File: config.mk
export PLATFORM = sky130hd
export DESIGN_NAME = sensor_debounce_event_gen
export DESIGN_NICKNAME = d
export VERILOG_FILES = /design/src/rtl/sdeg_pkg.sv /design/src/rtl/sensor_debounce_event_gen.sv /design/src/rtl/sdeg_front.sv /design/src/rtl/sdeg_fifo.sv /design/src/rtl/sdeg_back.sv
export SDC_FILE = /design/constraint.sdc
export NUM_CORES = 2
export LEC_CHECK = 0
export BUFFER_PORTS_ARGS = -buffer_cell sky130_fd_sc_hd__buf_2
export CAP_MARGIN = 40
export CORE_ASPECT_RATIO = 1.75
export CORE_UTILIZATION = 45
export CTS_CLUSTER_DIAMETER = 200
export DETAILED_ROUTE_END_ITERATION = 7
export REMOVE_ABC_BUFFERS = 1
export SYNTH_ARGS = -nofsm -noshare
export SYNTH_HDL_FRONTEND = slang
export SYNTH_SLANG_ARGS = --single-unit
File: constraint.sdc
create_clock -name clk -period 15.5 [get_ports clk]
set_input_delay 3.1 -clock clk [delete_from_list [all_inputs] [get_ports clk]]
set_output_delay 3.1 -clock clk [all_outputs]
set_load 0.05 [all_outputs]
File: src/rtl/sdeg_pkg.sv
// ----------------------------------------------------------------------------
// sdeg_pkg
// shared types and constants of the sensor debounce event generator
// ----------------------------------------------------------------------------
package sdeg_pkg;

    localparam int SAMPLE_W  = 32;
    localparam int WORD_W    = 4;
    localparam int CONTACT_W = 16;
    localparam int IDENT_W   = 22;
    localparam int DEVICE_W  = 16;
    localparam int CFG_W     = 16;
    localparam int POS_W     = 5;

    localparam logic [IDENT_W-1:0] FRAME_BASE = 22'h220300;

    // register indexes on the configuration port
    localparam logic [1:0] REG_OFFSET = 2'd0;
    localparam logic [1:0] REG_DEVICE = 2'd1;
    localparam logic [1:0] REG_HASH   = 2'd2;

    // queue between the classifier and the event emitter
    localparam int QDEPTH = 2;
    localparam int QPTR_W = $clog2(QDEPTH);
    localparam int QCNT_W = $clog2(QDEPTH + 1);

    // one classified word: which contacts toggled and their sampled levels
    typedef struct packed {
        logic [WORD_W-1:0]   word;
        logic [SAMPLE_W-1:0] sample;
        logic [SAMPLE_W-1:0] toggled;
    } sdeg_item_t;

    typedef struct packed {
        logic full;
        logic empty;
    } sdeg_qstat_t;

    // per-word debounce state, debounced level kept inverted
    typedef struct packed {
        logic [SAMPLE_W-1:0] cnt_low;
        logic [SAMPLE_W-1:0] cnt_high;
        logic [SAMPLE_W-1:0] stable_inv;
    } sdeg_state_t;

endpackage

File: src/rtl/sensor_debounce_event_gen.sv
// ----------------------------------------------------------------------------
// sensor_debounce_event_gen
// debounces 32-contact sensor words and emits one event per changed contact
// ----------------------------------------------------------------------------
// Each accepted word goes through a 2-bit vertical counter per contact; a
// contact flips its debounced level after four samples in a row that differ
// from it, and every flip becomes one event, contacts taken from bit 31 down.
// The classifier takes a word through the accept with the read of the
// word-state ram, the write-back, and the hand-off to a two-entry queue,
// which waits while the queue is full; words with an index at or above
// NUM_WORDS are taken and dropped without leaving idle. The emitter drains
// the queue at one event per cycle while the output is not stalled, loading
// each word before its first event. The word-state ram starts out as all
// ones through one valid bit per word, so no clearing pass follows reset.
// Configuration lives at byte addresses 0 (contact offset), 4 (device id) and
// 8 (frame hash), 16 bits each; write it only while no events are pending.
module sensor_debounce_event_gen #(
    parameter int NUM_WORDS = 16
) (
    input  logic                            clk,
    input  logic                            rst_n,
    input  logic                            psel,
    input  logic                            penable,
    input  logic                            pwrite,
    input  logic [3:0]                      paddr,
    input  logic [31:0]                     pwdata,
    output logic [31:0]                     prdata,
    output logic                            pready,
    input  logic                            in_valid,
    output logic                            in_stall,
    input  logic [sdeg_pkg::WORD_W-1:0]     word_index,
    input  logic [sdeg_pkg::SAMPLE_W-1:0]   sample_bits,
    output logic                            out_valid,
    input  logic                            out_stall,
    output logic [sdeg_pkg::IDENT_W-1:0]    frame_ident,
    output logic [sdeg_pkg::DEVICE_W-1:0]   event_device,
    output logic [sdeg_pkg::CONTACT_W-1:0]  contact_number,
    output logic                            new_level,
    output logic                            last_event
);
    import sdeg_pkg::*;

    logic [CFG_W-1:0] offset_reg;
    logic [CFG_W-1:0] device_reg;
    logic [CFG_W-1:0] hash_reg;
    logic             cfg_write;
    logic [1:0]       reg_sel;

    logic        q_push;
    logic        q_pop;
    sdeg_item_t  q_push_item;
    sdeg_item_t  q_pop_item;
    sdeg_qstat_t q_stat;

    assign pready    = 1'b1;
    assign reg_sel   = paddr[3:2];
    assign cfg_write = psel && penable && pwrite && pready;

    always_ff @(posedge clk or negedge rst_n)
    begin
        if (!rst_n)
        begin
            offset_reg <= '0;
            device_reg <= '0;
            hash_reg   <= '0;
        end
        else if (cfg_write)
        begin
            case (reg_sel)
                REG_OFFSET: offset_reg <= pwdata[CFG_W-1:0];
                REG_DEVICE: device_reg <= pwdata[CFG_W-1:0];
                REG_HASH:   hash_reg   <= pwdata[CFG_W-1:0];
                default:    ;
            endcase
        end
    end

    always_comb
    begin
        case (reg_sel)
            REG_OFFSET: prdata = 32'(offset_reg);
            REG_DEVICE: prdata = 32'(device_reg);
            REG_HASH:   prdata = 32'(hash_reg);
            default:    prdata = '0;
        endcase
    end

    sdeg_front #(
        .NUM_WORDS (NUM_WORDS)
    ) u_front (
        .clk         (clk),
        .rst_n       (rst_n),
        .in_valid    (in_valid),
        .in_stall    (in_stall),
        .word_index  (word_index),
        .sample_bits (sample_bits),
        .q_push      (q_push),
        .q_item      (q_push_item),
        .q_stat      (q_stat)
    );

    sdeg_fifo u_fifo (
        .clk       (clk),
        .rst_n     (rst_n),
        .push      (q_push),
        .push_item (q_push_item),
        .pop       (q_pop),
        .pop_item  (q_pop_item),
        .stat      (q_stat)
    );

    sdeg_back u_back (
        .clk            (clk),
        .rst_n          (rst_n),
        .q_item         (q_pop_item),
        .q_stat         (q_stat),
        .q_pop          (q_pop),
        .contact_offset (offset_reg),
        .device_id      (device_reg),
        .frame_hash     (hash_reg),
        .out_valid      (out_valid),
        .out_stall      (out_stall),
        .frame_ident    (frame_ident),
        .event_device   (event_device),
        .contact_number (contact_number),
        .new_level      (new_level),
        .last_event     (last_event)
    );

endmodule

File: src/rtl/sdeg_front.sv
// ----------------------------------------------------------------------------
// sdeg_front
// accepts sample words, runs the vertical counters from the word-state ram
// and hands words with toggled contacts to the queue
// ----------------------------------------------------------------------------
module sdeg_front #(
    parameter int NUM_WORDS = 16
) (
    input  logic                         clk,
    input  logic                         rst_n,
    input  logic                         in_valid,
    output logic                         in_stall,
    input  logic [sdeg_pkg::WORD_W-1:0]  word_index,
    input  logic [sdeg_pkg::SAMPLE_W-1:0] sample_bits,
    output logic                         q_push,
    output sdeg_pkg::sdeg_item_t         q_item,
    input  sdeg_pkg::sdeg_qstat_t        q_stat
);
    import sdeg_pkg::*;

    localparam int WIDX = (NUM_WORDS > 1) ? $clog2(NUM_WORDS) : 1;

    typedef enum logic [2:0] {
        F_IDLE = 3'b001,
        F_READ = 3'b010,
        F_PUSH = 3'b100
    } front_state_t;

    front_state_t state_reg, state_next;

    sdeg_state_t mem [NUM_WORDS];
    sdeg_state_t rd_data_reg;
    sdeg_state_t cur_state;
    sdeg_state_t wr_data;

    logic [NUM_WORDS-1:0] ent_valid_reg;
    logic                 rd_valid_reg;
    logic [WIDX-1:0]      addr_in;
    logic [WIDX-1:0]      addr_reg;
    logic [WORD_W-1:0]    word_reg;
    logic [SAMPLE_W-1:0]  sample_reg;
    logic [SAMPLE_W-1:0]  toggled_reg;
    logic [SAMPLE_W-1:0]  diff;
    logic [SAMPLE_W-1:0]  lo;
    logic [SAMPLE_W-1:0]  hi;
    logic [SAMPLE_W-1:0]  toggled;
    logic                 accept;
    logic                 in_range;
    logic                 mem_we;

    assign in_stall = (state_reg != F_IDLE);
    assign accept   = in_valid && !in_stall;
    assign in_range = (word_index < NUM_WORDS);
    assign addr_in  = WIDX'(word_index);
    assign mem_we   = (state_reg == F_READ);

    // never-written words read as the reset pattern
    assign cur_state = rd_valid_reg ? rd_data_reg : '1;

    always_comb
    begin
        diff    = cur_state.stable_inv ^ ~sample_reg;
        lo      = ~(cur_state.cnt_low & diff);
        hi      = lo ^ (cur_state.cnt_high & diff);
        toggled = diff & lo & hi;
        wr_data.cnt_low    = lo;
        wr_data.cnt_high   = hi;
        wr_data.stable_inv = cur_state.stable_inv ^ toggled;
    end

    always_comb
    begin
        state_next = state_reg;
        q_push     = 1'b0;
        case (state_reg)
            F_IDLE:
            begin
                if (accept && in_range)
                    state_next = F_READ;
            end
            F_READ:
            begin
                state_next = F_PUSH;
            end
            F_PUSH:
            begin
                if (toggled_reg == '0)
                    state_next = F_IDLE;
                else if (!q_stat.full)
                begin
                    q_push     = 1'b1;
                    state_next = F_IDLE;
                end
            end
            default:
            begin
                state_next = F_IDLE;
            end
        endcase
    end

    assign q_item.word    = word_reg;
    assign q_item.sample  = sample_reg;
    assign q_item.toggled = toggled_reg;

    always_ff @(posedge clk or negedge rst_n)
    begin
        if (!rst_n)
        begin
            state_reg     <= F_IDLE;
            ent_valid_reg <= '0;
        end
        else
        begin
            state_reg <= state_next;
            if (mem_we)
                ent_valid_reg[addr_reg] <= 1'b1;
        end
    end

    // word-state ram, read at accept, written back in the cycle after the read
    always_ff @(posedge clk)
    begin
        if (mem_we)
            mem[addr_reg] <= wr_data;
        if (accept && in_range)
            rd_data_reg <= mem[addr_in];
    end

    always_ff @(posedge clk)
    begin
        if (accept && in_range)
        begin
            rd_valid_reg <= ent_valid_reg[addr_in];
            addr_reg     <= addr_in;
            word_reg     <= word_index;
            sample_reg   <= sample_bits;
        end
        if (mem_we)
            toggled_reg <= toggled;
    end

endmodule

File: src/rtl/sdeg_fifo.sv
// ----------------------------------------------------------------------------
// sdeg_fifo
// short queue of classified words between classifier and event emitter
// ----------------------------------------------------------------------------
module sdeg_fifo (
    input  logic                  clk,
    input  logic                  rst_n,
    input  logic                  push,
    input  sdeg_pkg::sdeg_item_t  push_item,
    input  logic                  pop,
    output sdeg_pkg::sdeg_item_t  pop_item,
    output sdeg_pkg::sdeg_qstat_t stat
);
    import sdeg_pkg::*;

    sdeg_item_t          slot_reg [QDEPTH];
    logic [QPTR_W-1:0]   wr_ptr_reg;
    logic [QPTR_W-1:0]   rd_ptr_reg;
    logic [QCNT_W-1:0]   cnt_reg;
    logic                do_push;
    logic                do_pop;

    assign stat.full  = (cnt_reg == QCNT_W'(QDEPTH));
    assign stat.empty = (cnt_reg == '0);
    assign do_push    = push && !stat.full;
    assign do_pop     = pop && !stat.empty;
    assign pop_item   = slot_reg[rd_ptr_reg];

    always_ff @(posedge clk or negedge rst_n)
    begin
        if (!rst_n)
        begin
            wr_ptr_reg <= '0;
            rd_ptr_reg <= '0;
            cnt_reg    <= '0;
        end
        else
        begin
            if (do_push)
                wr_ptr_reg <= (wr_ptr_reg == QPTR_W'(QDEPTH - 1)) ? '0 : wr_ptr_reg + 1'b1;
            if (do_pop)
                rd_ptr_reg <= (rd_ptr_reg == QPTR_W'(QDEPTH - 1)) ? '0 : rd_ptr_reg + 1'b1;
            if (do_push && !do_pop)
                cnt_reg <= cnt_reg + 1'b1;
            else if (do_pop && !do_push)
                cnt_reg <= cnt_reg - 1'b1;
        end
    end

    always_ff @(posedge clk)
    begin
        if (do_push)
            slot_reg[wr_ptr_reg] <= push_item;
    end

endmodule

File: src/rtl/sdeg_back.sv
// ----------------------------------------------------------------------------
// sdeg_back
// takes classified words from the queue and emits one event per toggled
// contact, highest bit first, through an output register
// ----------------------------------------------------------------------------
module sdeg_back (
    input  logic                           clk,
    input  logic                           rst_n,
    input  sdeg_pkg::sdeg_item_t           q_item,
    input  sdeg_pkg::sdeg_qstat_t          q_stat,
    output logic                           q_pop,
    input  logic [sdeg_pkg::CFG_W-1:0]     contact_offset,
    input  logic [sdeg_pkg::CFG_W-1:0]     device_id,
    input  logic [sdeg_pkg::CFG_W-1:0]     frame_hash,
    output logic                           out_valid,
    input  logic                           out_stall,
    output logic [sdeg_pkg::IDENT_W-1:0]   frame_ident,
    output logic [sdeg_pkg::DEVICE_W-1:0]  event_device,
    output logic [sdeg_pkg::CONTACT_W-1:0] contact_number,
    output logic                           new_level,
    output logic                           last_event
);
    import sdeg_pkg::*;

    logic [SAMPLE_W-1:0]  mask_reg;
    logic [SAMPLE_W-1:0]  sample_reg;
    logic [WORD_W-1:0]    word_reg;
    logic                 out_valid_reg;
    logic [IDENT_W-1:0]   ident_reg;
    logic [DEVICE_W-1:0]  device_reg;
    logic [CONTACT_W-1:0] contact_reg;
    logic                 level_reg;
    logic                 last_reg;

    logic [POS_W-1:0]     pos;
    logic [SAMPLE_W-1:0]  sel_bit;
    logic [SAMPLE_W-1:0]  mask_left;
    logic                 out_free;
    logic                 emit;
    logic                 busy;

    // position of the highest pending contact, counted from bit 31
    always_comb
    begin
        pos = '0;
        for (int i = 0; i < SAMPLE_W; i++)
        begin
            if (mask_reg[i])
                pos = POS_W'(SAMPLE_W - 1 - i);
        end
    end

    assign sel_bit   = {1'b1, {(SAMPLE_W-1){1'b0}}} >> pos;
    assign mask_left = mask_reg & ~sel_bit;
    assign busy      = (mask_reg != '0);
    assign out_free  = !out_valid_reg || !out_stall;
    assign emit      = busy && out_free;
    assign q_pop     = !busy && !q_stat.empty;

    always_ff @(posedge clk or negedge rst_n)
    begin
        if (!rst_n)
        begin
            mask_reg      <= '0;
            out_valid_reg <= 1'b0;
        end
        else
        begin
            if (q_pop)
                mask_reg <= q_item.toggled;
            else if (emit)
                mask_reg <= mask_left;

            if (emit)
                out_valid_reg <= 1'b1;
            else if (!out_stall)
                out_valid_reg <= 1'b0;
        end
    end

    always_ff @(posedge clk)
    begin
        if (q_pop)
        begin
            sample_reg <= q_item.sample;
            word_reg   <= q_item.word;
        end
        if (emit)
        begin
            ident_reg   <= FRAME_BASE | IDENT_W'(frame_hash);
            device_reg  <= device_id;
            contact_reg <= contact_offset + CONTACT_W'({word_reg, {POS_W{1'b0}}})
                           + CONTACT_W'(pos) + CONTACT_W'(1);
            level_reg   <= |(sample_reg & sel_bit);
            last_reg    <= (mask_left == '0);
        end
    end

    assign out_valid      = out_valid_reg;
    assign frame_ident    = ident_reg;
    assign event_device   = device_reg;
    assign contact_number = contact_reg;
    assign new_level      = level_reg;
    assign last_event     = last_reg;

endmodule

==> impl_metrics.ini <==
[sta]
grt_setup_unrepaired = no
maxClockFrequency_mhz = 132
fin_worst_skew_ns = 0.0469
period_minus_slack_ns = 7.55
relSlewSlack_pct = 33.3
finalCritPeriodShare_pct = 48.7
worst_pin_slew_ns = 1.00
finalSetupViolations = 0
setup-tns-final_ns = 0
fin_hold_ws_ns = 0.462
hold_violations = 0
final_max_slew_viol_count = 0

[route]
detail_route.wirelength_mm = 180
routed_wire_length_per_instance_um = 28.3
drt_iter0_markers = 3082
dr_total_vias = 37000
antenna_left = 0
dr.pass1.iters = 6
drc = 0
post_drt_via_cell_ratio = 5.83

[job]
max_cap_violations = 0

[yosys]
syn_avg_cell_area_um2 = 21.5
post_synth_num_cell_types = 70
synth-main-ff-cell = edfxtp_1
synth-seq-area-share_pct = 76.9
post_synth_instance_area_um2 = 78400
synth_cells = 3653
synthTopCellsByArea = edfxtp_1, mux4_2, dfrtp_1, mux2_2, o21ai_0
synth_top_cell_by_area = edfxtp_1
number_of_enable_type_register_cells_in_the_synthesized_netlist = 1921
top_cell_type_s_share_of_synthesized_area_pct = 73.6
synth.ff_latch_count = 2025
asyncSetResetFlopFracSynth_pct = 5.14
ys.warnings.count = 0

[setup_path]
arrival_ns = 4.45
r2r_slack_ns = 10.83
start_kind = primary input
critPathCaptureType = output pin
crit_path_category = in -> out
path_max_fanout = 20
cp_data_required_time_ns = 12.40

[run_status]
outcome = finished clean

[final_layout]
drive_gt1_share_pct = 28.6
layout_commonest_cell = edfxtp_1
final_design_area_no_fill_um2 = 88900
layout.cells.most_common_list = edfxtp_1, mux4_2, clkbuf_16
largest_reg_flops = 1536
postLayoutCoreUtil_pct = 51.3
syn_to_final_growth_pct = 13.3
nets = 4056
number_of_fill_cells = 13400

[die]
io_pins = 170
die_x_um = 318
die_h_um = 554
effective_utilization_at_floorplan_pct = 45.3
placeableCoreArea_um2 = 173000
die-area_um2 = 176000
row_count = 202

[clocking]
worst_setup_hold_path_clk_slew_ns = 0.07
cts.repair_timing.setup_buffer_count = 0
h_tree_lvls = 4
ctsRootBufferMaster = clkbuf_16
cts.repair.resized = 0
tritoncts_clock_tree = built
clock_sink_count = 2025
cts_buffer_depth = 4
inserted_clock_buffers = 182
clk-insertion-delay-late_ns = 0.81
cts.hold.buffers_added = 0

[power_and_ir_drop]
share_comb_of_total_power_pct = 15.5
vdd_drop_max_uv = 114
power_leakage_nw = 28.4
p_total_mw = 13.4
p_clk_share_pct = 32.8
cell_area_power_density_nw_per_um2 = 151
p_seq_share_pct = 51.7
switching_share_pct = 26.6
net-switching-power_mw = 3.57
intPower_mw = 9.84

[grt]
initial_antenna_violation_count = 5
grt_first_pass_wirelength_mm = 264
grt_start_max_net_pins = 132
globalRouteTotalUtil_pct = 20.5
grt_pass1_vias = 38800
grt-ovfl-total = 0

[placement]
globalplace.congestion = 0.915
numPortBuffers = 126
detailedPlacementHpwl_mm = 98.2
dpl_cell_area_um2 = 83100

[hold_path]
path_type_of_the_worst_min_delay_path = reg -> reg
==> kinds of logic after synthesis <==
group,synth area share (%)
AO/OA/AOI/OAI,2.77
XOR/XNOR,0.581
adder cells (fa/ha/maj),0.169
buffers and inverters,1.15
flip-flops,76.9
multiplexers,15.8
other,0.00958
AND/OR/NAND/NOR,2.64
==> cell usage after synthesis, types with 5 or more instances <==
library cell	n
inv_1	17
o21ai_1	5
nand2b_1	43
edfxtp_1	1921
mux2_2	83
nor3_1	49
nand2_1	61
o21ai_0	153
xnor2_1	15
nor2b_1	41
or2_2	20
dfrtp_1	103
nand4_1	6
mux4_2	485
and2_1	37
a21oi_1	66
buf_4	26
and3_1	8
buf_1	42
nor2_1	76
ha_1	9
a21o_1	35
xor2_1	37
o41ai_1	7
nor4_1	17
mux2i_1	52
o311ai_0	33
buf_2	6
clkbuf_1	114
nand3_1	13
o31ai_1	5
==> path summary, 6_finish.rpt <==
check | end | startpoint | depth (start not counted)
max in group asynchronous | u_front.state_reg[0] | rst_n | 3
setup / recovery | prdata[1] | paddr[2] | 6
min in group asynchronous | hash_reg[9] | rst_n | 1
hold reg to reg | u_front.ent_valid_reg[2] | u_front.ent_valid_reg[2] | 1
setup reg to reg | u_back.contact_number[10] | u_back.mask_reg[13] | 17
hold / removal | u_front.ent_valid_reg[2] | u_front.ent_valid_reg[2] | 1
==> power groups by stage <==
| stage | clock (mW) | combinational, mW | sequential (mW) |
|---|---|---|---|
| finish | 4.40 | 2.07 | 6.94 |
| global route | 4.67 | 2.24 | 6.97 |
| CTS | 4.50 | 2.09 | 6.94 |
| detailed placement | 0 | 2.09 | 7.05 |
| global placement | 0 | 1.97 | 7.05 |
| floorplan | 0 | 1.14 | 7.12 |
==> layer usage <==
layer,routed length (µm),track usage (%),up-vias,share of wire [%]
met2,95000,36.6,991,53
met4,4990,6.25,0,2.8
met5,0,0,-,0
met1,72400,26.6,20000,40
li1,-,-,15800,-
met3,7570,2.08,270,4.2
==> final cells by class <==
| class | count | area (µm²) | area share, % |
|---|---|---|---|
| clock inverters | 93 | 786 | 0.884 |
| inverters | 18 | 70.1 | 0.0788 |
| flip-flops and latches | 2025 | 60300 | 67.8 |
| multi-input cells | 1443 | 17500 | 19.6 |
| diodes | 1 | 2.50 | 0.00282 |
| repair buffers | 297 | 2530 | 2.85 |
| well taps | 2244 | 2810 | 3.16 |
| clock buffers | 230 | 4930 | 5.55 |
==> per-stage QoR <==
| step | cells | setup slack [ns] |
|---|---|---|
| after floorplan | 3486 | 6.33 |
| after global placement | 5960 | 7.96 |
| after detailed placement | 6026 | 7.94 |
| after CTS | 6349 | 7.94 |
| after global routing | 6351 | 7.86 |
| final | 6351 | 7.95 |
==> critical path: stages <==
cell,delay [ns]
buf_2,0.30
nor2b_1,0.31
buf_4,0.27
nand2_1,0.07
o21ai_0,0.08
buf_2,0.30
Note: power is estimated with default switching activity, not from simulation.
